## src/hdl/tpg_pkg.sv

```systemverilog
`default_nettype none

package tpg_pkg;

  typedef enum logic [1:0] {
    OP_TICK = 2'd0,
    OP_MOVE = 2'd1,
    OP_JOG  = 2'd2,
    OP_SET  = 2'd3
  } op_t;

  localparam logic [1:0] CFG_SCALE_X      = 2'd0;
  localparam logic [1:0] CFG_SCALE_Y      = 2'd1;
  localparam logic [1:0] CFG_LIMIT_GATING = 2'd2;

  localparam logic [23:0] SCALE_X_RESET = 24'd5246350;  // ~27218/340 pulses per mm
  localparam logic [23:0] SCALE_Y_RESET = 24'd6382361;  // ~30190/310 pulses per mm

  // pulses = floor((target*scale + 50*2^16) / (100*2^16)), done as >>16 then /100
  localparam logic [40:0] ROUND_BIAS  = 41'd3276800;
  localparam logic [24:0] QUOT_SAT    = 25'd6553600;   // first value giving >= 65536 pulses
  localparam logic [23:0] RECIP_100   = 24'd10737419;  // ceil(2^30 / 100)
  localparam int          RECIP_SHIFT = 30;

  typedef struct packed {
    op_t         operation;
    logic [15:0] target_x;
    logic [15:0] target_y;
    logic [15:0] count_x;
    logic [15:0] count_y;
    logic        jog_dir_x;
    logic        jog_dir_y;
    logic        sw_x_min;
    logic        sw_x_max;
    logic        sw_y_min;
    logic        sw_y_max;
  } cmd_t;

  typedef struct packed {
    logic s1;  // load conversion stage 1
    logic s2;  // load conversion stage 2
  } pipe_adv_t;

endpackage

`default_nettype wire

```

## src/hdl/tpg_ifs.sv

```systemverilog
`default_nettype none

interface tpg_cmd_if;
  logic        valid;
  logic        ready;
  logic [1:0]  operation;
  logic [15:0] target_x;
  logic [15:0] target_y;
  logic [15:0] count_x;
  logic [15:0] count_y;
  logic        jog_dir_x;
  logic        jog_dir_y;
  logic        sw_x_min;
  logic        sw_x_max;
  logic        sw_y_min;
  logic        sw_y_max;

  modport source (
    output valid, operation, target_x, target_y, count_x, count_y,
           jog_dir_x, jog_dir_y, sw_x_min, sw_x_max, sw_y_min, sw_y_max,
    input  ready
  );
  modport sink (
    input  valid, operation, target_x, target_y, count_x, count_y,
           jog_dir_x, jog_dir_y, sw_x_min, sw_x_max, sw_y_min, sw_y_max,
    output ready
  );
endinterface

interface tpg_res_if;
  logic valid;
  logic ready;
  logic step_x;
  logic step_y;
  logic dir_x;
  logic dir_y;
  logic busy_res;
  logic done_res;
  logic rejected;

  modport source (
    output valid, step_x, step_y, dir_x, dir_y, busy_res, done_res, rejected,
    input  ready
  );
  modport sink (
    input  valid, step_x, step_y, dir_x, dir_y, busy_res, done_res, rejected,
    output ready
  );
endinterface

interface tpg_cfg_if;
  logic        valid;
  logic        ready;
  logic [1:0]  index;
  logic [23:0] data;

  modport source (output valid, index, data, input ready);
  modport sink (input valid, index, data, output ready);
endinterface

`default_nettype wire

```

## src/hdl/tpg_conv.sv

```systemverilog
`default_nettype none

// Target in hundredths of mm to pulse count, two register stages.
module tpg_conv
  import tpg_pkg::*;
(
  input  wire logic        clk,
  input  wire pipe_adv_t   adv,
  input  wire logic [15:0] target,
  input  wire logic [23:0] scale,
  output logic      [15:0] pulses
);

  logic [39:0] prod;
  logic [40:0] biased;
  logic [24:0] quot;       // (target*scale + bias) >> 16
  logic [24:0] quot_next;
  logic [46:0] recip_prod;
  logic [15:0] pulses_next;

  assign prod      = 40'(target) * 40'(scale);
  assign biased    = 41'(prod) + ROUND_BIAS;
  assign quot_next = biased[40:16];

  // quot < 2^23 whenever not saturated, where the reciprocal is exact
  assign recip_prod  = 47'(quot[22:0]) * 47'(RECIP_100);
  assign pulses_next = (quot >= QUOT_SAT) ? 16'hFFFF
                                          : recip_prod[RECIP_SHIFT +: 16];

  always_ff @(posedge clk) begin
    if (adv.s1) begin
      quot <= quot_next;
    end
    if (adv.s2) begin
      pulses <= pulses_next;
    end
  end

endmodule

`default_nettype wire

```

## src/hdl/two_axis_step_pulse_generator_core.sv

```systemverilog
// Two-axis step/direction generator.
// Channels: cmd (sink) carries one operation per transfer: tick, absolute
// move, raw jog or set position. res (source) returns exactly one result per
// command, in order: step and direction pin levels, busy, done and rejected.
// cfg (sink) writes scale_x, scale_y and limit_gating by index; it is always
// ready and must only be used while no command is in flight.
// A command passes through the input register, two conversion stages and the
// result register before its result is valid on res.
// One command per clock while res is ready. The multiply by the scale and
// the reciprocal multiply for the divide by 100 are each one pipeline stage;
// position, counts and pins update in the last stage, so commands that
// follow each other back to back see each other's effects in order.
// When res stalls, the pipeline fills and cmd.ready drops once every stage
// holds an item; nothing is dropped. Synchronous reset clears the pipeline,
// the axis state (phases set to one), limit_gating and loads default scales.
`default_nettype none

module two_axis_step_pulse_generator_core
  import tpg_pkg::*;
(
  input  wire logic  clk,
  input  wire logic  rst,
  tpg_cmd_if.sink    cmd,
  tpg_res_if.source  res,
  tpg_cfg_if.sink    cfg
);

  logic [23:0] scale_x;
  logic [23:0] scale_y;
  logic        limit_gating;

  logic        v0, v1, v2, v3;
  cmd_t        c0, c1, c2;
  cmd_t        cmd_in;
  logic        r0, r1, r2, r3;
  pipe_adv_t   adv;
  logic [15:0] pulses_x, pulses_y;

  logic [15:0] position_x, position_y, remain_x, remain_y;
  logic        phase_x, phase_y, half_x, half_y, pin_x, pin_y;
  logic        direction_x, direction_y, running;

  logic [15:0] position_x_next, position_y_next, remain_x_next, remain_y_next;
  logic        phase_x_next, phase_y_next, half_x_next, half_y_next;
  logic        pin_x_next, pin_y_next, direction_x_next, direction_y_next;
  logic        running_next, done_next, rej_next;
  logic        step_go;

  // ready chain: each stage takes a new item when empty or moving on
  assign r3 = !v3 || res.ready;
  assign r2 = !v2 || r3;
  assign r1 = !v1 || r2;
  assign r0 = !v0 || r1;
  assign cmd.ready = r0;
  assign cfg.ready = 1'b1;

  assign adv.s1 = r1;
  assign adv.s2 = r2;

  assign cmd_in = '{
    operation: op_t'(cmd.operation),
    target_x:  cmd.target_x,
    target_y:  cmd.target_y,
    count_x:   cmd.count_x,
    count_y:   cmd.count_y,
    jog_dir_x: cmd.jog_dir_x,
    jog_dir_y: cmd.jog_dir_y,
    sw_x_min:  cmd.sw_x_min,
    sw_x_max:  cmd.sw_x_max,
    sw_y_min:  cmd.sw_y_min,
    sw_y_max:  cmd.sw_y_max
  };

  tpg_conv u_conv_x (
    .clk    (clk),
    .adv    (adv),
    .target (c0.target_x),
    .scale  (scale_x),
    .pulses (pulses_x)
  );

  tpg_conv u_conv_y (
    .clk    (clk),
    .adv    (adv),
    .target (c0.target_y),
    .scale  (scale_y),
    .pulses (pulses_y)
  );

  assign step_go = !limit_gating
                || (c2.sw_x_min && c2.sw_x_max && c2.sw_y_min && c2.sw_y_max);

  always_comb begin
    position_x_next  = position_x;
    position_y_next  = position_y;
    remain_x_next    = remain_x;
    remain_y_next    = remain_y;
    phase_x_next     = phase_x;
    phase_y_next     = phase_y;
    half_x_next      = half_x;
    half_y_next      = half_y;
    pin_x_next       = pin_x;
    pin_y_next       = pin_y;
    direction_x_next = direction_x;
    direction_y_next = direction_y;
    running_next     = running;
    done_next        = 1'b0;
    rej_next         = 1'b0;

    unique case (c2.operation)
      OP_TICK: begin
        if (step_go && remain_x != 16'd0) begin
          pin_x_next   = phase_x;
          phase_x_next = ~phase_x;
          half_x_next  = ~half_x;
          if (half_x) begin
            remain_x_next = remain_x - 16'd1;
          end
        end
        if (step_go && remain_y != 16'd0) begin
          pin_y_next   = phase_y;
          phase_y_next = ~phase_y;
          half_y_next  = ~half_y;
          if (half_y) begin
            remain_y_next = remain_y - 16'd1;
          end
        end
        if (running && remain_x_next == 16'd0 && remain_y_next == 16'd0) begin
          running_next = 1'b0;
          done_next    = 1'b1;
        end
      end
      OP_MOVE: begin
        if (running) begin
          rej_next = 1'b1;
        end else begin
          if (pulses_x >= position_x) begin
            direction_x_next = 1'b1;
            remain_x_next    = pulses_x - position_x;
          end else begin
            direction_x_next = 1'b0;
            remain_x_next    = position_x - pulses_x;
          end
          if (pulses_y >= position_y) begin
            direction_y_next = 1'b1;
            remain_y_next    = pulses_y - position_y;
          end else begin
            direction_y_next = 1'b0;
            remain_y_next    = position_y - pulses_y;
          end
          position_x_next = pulses_x;
          position_y_next = pulses_y;
          running_next    = 1'b1;
        end
      end
      OP_JOG: begin
        if (running) begin
          rej_next = 1'b1;
        end else begin
          remain_x_next    = c2.count_x;
          remain_y_next    = c2.count_y;
          direction_x_next = c2.jog_dir_x;
          direction_y_next = c2.jog_dir_y;
          running_next     = 1'b1;
        end
      end
      OP_SET: begin
        position_x_next = c2.count_x;
        position_y_next = c2.count_y;
      end
      default: begin
      end
    endcase
  end

  // configuration registers
  always_ff @(posedge clk) begin
    if (rst) begin
      scale_x      <= SCALE_X_RESET;
      scale_y      <= SCALE_Y_RESET;
      limit_gating <= 1'b0;
    end else if (cfg.valid) begin
      unique case (cfg.index)
        CFG_SCALE_X:      scale_x      <= cfg.data;
        CFG_SCALE_Y:      scale_y      <= cfg.data;
        CFG_LIMIT_GATING: limit_gating <= cfg.data[0];
        default: begin
        end
      endcase
    end
  end

  // pipeline valids and axis state
  always_ff @(posedge clk) begin
    if (rst) begin
      v0          <= 1'b0;
      v1          <= 1'b0;
      v2          <= 1'b0;
      v3          <= 1'b0;
      position_x  <= '0;
      position_y  <= '0;
      remain_x    <= '0;
      remain_y    <= '0;
      phase_x     <= 1'b1;
      phase_y     <= 1'b1;
      half_x      <= 1'b0;
      half_y      <= 1'b0;
      pin_x       <= 1'b0;
      pin_y       <= 1'b0;
      direction_x <= 1'b0;
      direction_y <= 1'b0;
      running     <= 1'b0;
    end else begin
      if (r0) begin
        v0 <= cmd.valid;
      end
      if (r1) begin
        v1 <= v0;
      end
      if (r2) begin
        v2 <= v1;
      end
      if (r3) begin
        v3 <= v2;
      end
      if (r3 && v2) begin
        position_x  <= position_x_next;
        position_y  <= position_y_next;
        remain_x    <= remain_x_next;
        remain_y    <= remain_y_next;
        phase_x     <= phase_x_next;
        phase_y     <= phase_y_next;
        half_x      <= half_x_next;
        half_y      <= half_y_next;
        pin_x       <= pin_x_next;
        pin_y       <= pin_y_next;
        direction_x <= direction_x_next;
        direction_y <= direction_y_next;
        running     <= running_next;
      end
    end
  end

  // payload registers
  always_ff @(posedge clk) begin
    if (r0) begin
      c0 <= cmd_in;
    end
    if (r1) begin
      c1 <= c0;
    end
    if (r2) begin
      c2 <= c1;
    end
    if (r3) begin
      res.step_x   <= pin_x_next;
      res.step_y   <= pin_y_next;
      res.dir_x    <= direction_x_next;
      res.dir_y    <= direction_y_next;
      res.busy_res <= running_next;
      res.done_res <= done_next;
      res.rejected <= rej_next;
    end
  end

  assign res.valid = v3;

endmodule

`default_nettype wire
```

## src/flat_wrapper.sv

```systemverilog
// flat-port wrapper written by rule: the top's interface ports become plain ports
module two_axis_step_pulse_generator_core_flat import tpg_pkg::*;
  (clk, rst, cmd_valid, cmd_operation, cmd_target_x, cmd_target_y, cmd_count_x, cmd_count_y, cmd_jog_dir_x, cmd_jog_dir_y, cmd_sw_x_min, cmd_sw_x_max, cmd_sw_y_min, cmd_sw_y_max, cmd_ready, res_valid, res_step_x, res_step_y, res_dir_x, res_dir_y, res_busy_res, res_done_res, res_rejected, res_ready, cfg_valid, cfg_index, cfg_data, cfg_ready);
  tpg_cmd_if cmd_i ();
  tpg_res_if res_i ();
  tpg_cfg_if cfg_i ();
  input  wire logic clk;
  input  wire logic rst;
  input wire logic [$bits(cmd_i.valid)-1:0] cmd_valid;
  input wire logic [$bits(cmd_i.operation)-1:0] cmd_operation;
  input wire logic [$bits(cmd_i.target_x)-1:0] cmd_target_x;
  input wire logic [$bits(cmd_i.target_y)-1:0] cmd_target_y;
  input wire logic [$bits(cmd_i.count_x)-1:0] cmd_count_x;
  input wire logic [$bits(cmd_i.count_y)-1:0] cmd_count_y;
  input wire logic [$bits(cmd_i.jog_dir_x)-1:0] cmd_jog_dir_x;
  input wire logic [$bits(cmd_i.jog_dir_y)-1:0] cmd_jog_dir_y;
  input wire logic [$bits(cmd_i.sw_x_min)-1:0] cmd_sw_x_min;
  input wire logic [$bits(cmd_i.sw_x_max)-1:0] cmd_sw_x_max;
  input wire logic [$bits(cmd_i.sw_y_min)-1:0] cmd_sw_y_min;
  input wire logic [$bits(cmd_i.sw_y_max)-1:0] cmd_sw_y_max;
  output wire logic [$bits(cmd_i.ready)-1:0] cmd_ready;
  output wire logic [$bits(res_i.valid)-1:0] res_valid;
  output wire logic [$bits(res_i.step_x)-1:0] res_step_x;
  output wire logic [$bits(res_i.step_y)-1:0] res_step_y;
  output wire logic [$bits(res_i.dir_x)-1:0] res_dir_x;
  output wire logic [$bits(res_i.dir_y)-1:0] res_dir_y;
  output wire logic [$bits(res_i.busy_res)-1:0] res_busy_res;
  output wire logic [$bits(res_i.done_res)-1:0] res_done_res;
  output wire logic [$bits(res_i.rejected)-1:0] res_rejected;
  input wire logic [$bits(res_i.ready)-1:0] res_ready;
  input wire logic [$bits(cfg_i.valid)-1:0] cfg_valid;
  input wire logic [$bits(cfg_i.index)-1:0] cfg_index;
  input wire logic [$bits(cfg_i.data)-1:0] cfg_data;
  output wire logic [$bits(cfg_i.ready)-1:0] cfg_ready;
  assign cmd_i.valid = cmd_valid;
  assign cmd_i.operation = cmd_operation;
  assign cmd_i.target_x = cmd_target_x;
  assign cmd_i.target_y = cmd_target_y;
  assign cmd_i.count_x = cmd_count_x;
  assign cmd_i.count_y = cmd_count_y;
  assign cmd_i.jog_dir_x = cmd_jog_dir_x;
  assign cmd_i.jog_dir_y = cmd_jog_dir_y;
  assign cmd_i.sw_x_min = cmd_sw_x_min;
  assign cmd_i.sw_x_max = cmd_sw_x_max;
  assign cmd_i.sw_y_min = cmd_sw_y_min;
  assign cmd_i.sw_y_max = cmd_sw_y_max;
  assign cmd_ready = cmd_i.ready;
  assign res_valid = res_i.valid;
  assign res_step_x = res_i.step_x;
  assign res_step_y = res_i.step_y;
  assign res_dir_x = res_i.dir_x;
  assign res_dir_y = res_i.dir_y;
  assign res_busy_res = res_i.busy_res;
  assign res_done_res = res_i.done_res;
  assign res_rejected = res_i.rejected;
  assign res_i.ready = res_ready;
  assign cfg_i.valid = cfg_valid;
  assign cfg_i.index = cfg_index;
  assign cfg_i.data = cfg_data;
  assign cfg_ready = cfg_i.ready;
  two_axis_step_pulse_generator_core u_core (.clk(clk), .rst(rst), .cmd(cmd_i), .res(res_i), .cfg(cfg_i));
endmodule
```

## config.mk

```make
export PLATFORM = sky130hd
export DESIGN_NAME = two_axis_step_pulse_generator_core_flat
export DESIGN_NICKNAME = d
export VERILOG_FILES = /design/src/hdl/tpg_pkg.sv /design/src/hdl/tpg_ifs.sv /design/src/hdl/tpg_conv.sv /design/src/hdl/two_axis_step_pulse_generator_core.sv /design/src/flat_wrapper.sv
export SDC_FILE = /design/constraint.sdc
export NUM_CORES = 2
export LEC_CHECK = 0
export BUFFER_PORTS_ARGS = -buffer_cell sky130_fd_sc_hd__buf_2
export CORE_ASPECT_RATIO = 2
export CORE_MARGIN = 4
export CORE_UTILIZATION = 23
export DETAILED_ROUTE_END_ITERATION = 12
export GPL_TIMING_DRIVEN = 0
export HOLD_SLACK_MARGIN = 0.15
export SETUP_SLACK_MARGIN = 0.02
export SLEW_MARGIN = 20
export SYNTH_ARGS = -nofsm -noshare
export SYNTH_HDL_FRONTEND = slang
export SYNTH_HIERARCHICAL = 1
export SYNTH_SLANG_ARGS = --single-unit
```

## constraint.sdc

```tcl
create_clock -name clk -period 14 [get_ports clk]
set_clock_uncertainty 0.1 [all_clocks]
set_input_delay 0.7 -clock clk [delete_from_list [all_inputs] [get_ports clk]]
set_output_delay 0.7 -clock clk [all_outputs]
set_load 0.01 [all_outputs]
```

==> impl_metrics.json <==
{
  "whs_path_depth": 1,
  "grt_overflow": 0,
  "via_count": 46250,
  "yosysSeqAreaShare_pct": 15.89,
  "drv_slew": 0,
  "cp-end-kind": "flip-flop",
  "dieArea_sq_um": 275900,
  "drcViolationCount": 0,
  "clk_pin_slew_ns": 0.07,
  "rrSetupSlack_ns": 5.63,
  "start_util_pct": 23.07,
  "synth_area_leaders": "fa_1 (33%), ha_1 (17%), edfxtp_1 (12%)",
  "area_growth_syn_to_layout_pct": 11.00,
  "core_sq_um": 266200,
  "worstPathArrival_ns": 8.66,
  "syn_nets": 8406,
  "yosys_register_bits": 367,
  "die_h_um": 738.9,
  "holdWs_ns": 0.2255,
  "crit_top_cell": "fa_1",
  "drt-total-wl_um": 210800,
  "drt_iter0_drc": 2184,
  "grt_pass1_wl_um": 313400,
  "place_hpwl_um": 183100,
  "crit_chain": "clkbuf_1, nand2_1, fa_1, fa_1, fa_1, inv_1, fa_1, fa_1, inv_1, fa_1, inv_1, ha_1, and3_1, and3_1, o2111ai_1, a31oi_1, o22ai_1, o41ai_1, a21oi_1, xnor2_1",
  "max_freq_mhz": 119.4,
  "pre_cts_ws_ns": 5.679,
  "antenna_found_initial": 13,
  "wl_per_cell_um": 20.63,
  "rr_worst_depth": 20,
  "root_buffer": "clkbuf_16",
  "yosys.area.top_type": "fa_1",
  "syn_area_sq_um": 61430,
  "io_pins": 113,
  "vias_per_cell": 4.528,
  "hold_viol": 0,
  "grt_max_degree": 59,
  "numCtsBuffers": 38,
  "rr_endpoint": "u_core/u_conv_x/quot[23]$_DFFE_PP_",
  "yosysUniqueCellTypes": 110,
  "cts_tree": "built",
  "grt_pass1_vias": 51780,
  "synth.avg_cell_area_sq_um": 9.484,
  "status": "completed",
  "mostFrequentLayoutCell": "inv_1",
  "globalplace.congestion": 0.9953,
  "cts_post_setup_buffers_inserted": 0,
  "path_buf_inv": 4,
  "async_flop_share_pct": 0,
  "yosysWarningCount": 6,
  "cts_resized": 0,
  "worst-setup-path-type": "flip-flop to flip-flop",
  "mostFrequentLayoutCells": "inv_1 (1503), fa_1 (1006), ha_1 (820)",
  "fin_ws_ns": 5.626,
  "relSlewSlack_pct": 30.14,
  "fin_nets": 8595,
  "drt_first_pass_iters": 8,
  "worst_skew_pair.late_latency_ns": 0.63,
  "crit_slowest_cell": "edfxtp_1",
  "ant_nets": 0,
  "hold_path_end": "u_core/c0[34]$_DFFE_PP_",
  "min_period_ns": 8.374,
  "worst_setup_path_start_kind": "flip-flop",
  "timing_worst_slew_pin_value_ns": 1.048,
  "period_share_pct": 59.82,
  "fin_setup_tns_ns": 0,
  "crit_path_max_fanout": 10,
  "rsz0062_at_grt": "false",
  "hp-start": "cmd_count_x[12]",
  "synth_top_area_share_pct": 32.78,
  "die_w_um": 373.4,
  "hold_buffers": 34,
  "synth_edf_count": 241,
  "crit_family": "adder cells",
  "critPathRequiredTime_ns": 14.29,
  "cts_max_level": 2,
  "cts.path.max_buffers": 3,
  "layout-drive-gt1-share_pct": 4.062,
  "io_buffers": 111,
  "ys.flop_type": "edfxtp_1",
  "cts_sinks": 367,
  "setup_viol": 0,
  "critPathMaxStageDelay_ns": 0.74,
  "grt_usage_pct": 15.08,
  "rows": 268,
  "maxCapViolCount": 0,
  "min_path_type": "primary input to flip-flop",
  "r2r-start": "u_core/c0[56]$_DFFE_PP_",
  "utilization_pct": 25.61,
  "netlist_instances": 6477
}
## how the worst max path moves through the flow
stage | from | endpoint | slack [ns] | cells past startpoint
3_3_place_gp | u_core/c0[56]$_DFFE_PP_ | u_core/u_conv_x/quot[23]$_DFFE_PP_ | 5.67 | 20
5_1_grt | u_core/c0[60]$_DFFE_PP_ | u_core/u_conv_x/quot[23]$_DFFE_PP_ | 5.45 | 22
6_report | u_core/c0[56]$_DFFE_PP_ | u_core/u_conv_x/quot[23]$_DFFE_PP_ | 5.63 | 20
2_1_floorplan | u_core/u_conv_x/quot[3]$_DFFE_PP_ | u_core/u_conv_x/pulses[11]$_SDFFCE_PP1P_ | 7.64 | 20
4_1_cts | u_core/c0[56]$_DFFE_PP_ | u_core/u_conv_x/quot[23]$_DFFE_PP_ | 5.68 | 20
3_5_place_dp | u_core/c0[56]$_DFFE_PP_ | u_core/u_conv_x/quot[23]$_DFFE_PP_ | 5.68 | 20
## synth_stat cells (all sizes together), types with 16 or more instances
cell	number
ha	820
a2111oi	19
a31oi	29
xor2	34
a221oi	29
a21oi	230
inv	1504
a211oi	59
o21bai	19
a21o	101
o221ai	20
buf	19
nand2	725
nand3	90
and2	344
nor4	24
o21a	28
and3	29
clkbuf	199
o211ai	17
fa	1006
nand4	52
xnor2	75
or2	17
mux2	16
nor2	173
dfxtp	126
nor3	54
edfxtp	241
mux2i	55
o21ai	123
## routing by layer
metal	up-vias	share of wire [%]	wire length (um)	GRT usage, %
met5	-	0.023	49	0
met2	1440	54	114400	29.56
met4	8	12	24570	14.11
li1	20910	-	-	-
met1	23090	31	65250	13.19
met3	805	3.1	6505	1.404
## state kept, by name, indices dropped and copies added, names as in the netlist, 16 cells and up
signal	flops
u_core/c0	72
u_core/c1	40
u_core/c2	40
u_core/u_conv_x/quot	25
u_core/u_conv_y/quot	25
u_core/scale_x	24
u_core/scale_y	24
u_core/position_x	16
u_core/position_y	16
u_core/remain_x	16
u_core/remain_y	16
u_core/u_conv_x/pulses	16
u_core/u_conv_y/pulses	16
## layout make-up
class | instances | area, sq um
clock inverters | 28 | 352.8
diodes | 8 | 20.02
inverters | 1504 | 5650
repair buffers | 149 | 998.5
well taps | 3510 | 4392
multi-input cells | 4386 | 45140
fillers | 28970 | 198100
clock buffers | 42 | 965.9
plain buffers | 220 | 903.4
flip-flops and latches | 367 | 9759
## stage by stage
stage / cell area (sq um) / instances
after floorplan: 61430 / 6477
after global placement: 66380 / 10100
after detailed placement: 66510 / 10100
after CTS: 68170 / 10210
after global routing: 68170 / 10210
final: 68190 / 10210
## cells by family after synthesis
family / count (synthesis) / share of synthesized area, %
compound gates: 773 / 8.508
xor+xnor: 109 / 1.554
fa+ha+maj: 1826 / 49.49
buf+inv: 1724 / 10.66
flops: 367 / 15.89
mux: 71 / 1.189
other cells: 1 / 0.006104
simple gates: 1606 / 12.71
## worst register-to-register path: stages (launching register included)
cell	delay (ns)
edfxtp_1	0.74
clkbuf_1	0.68
nand2_1	0.18
fa_1	0.56
fa_1	0.44
fa_1	0.54
inv_1	0.06
fa_1	0.48
fa_1	0.54
inv_1	0.05
fa_1	0.52
inv_1	0.04
ha_1	0.39
and3_1	0.39
and3_1	0.33
o2111ai_1	0.32
a31oi_1	0.54
o22ai_1	0.29
o41ai_1	0.61
a21oi_1	0.18
xnor2_1	0.15
Power is not shown: default switching activity piles up to over one toggle a cycle in this logic, so the estimate is an artifact.
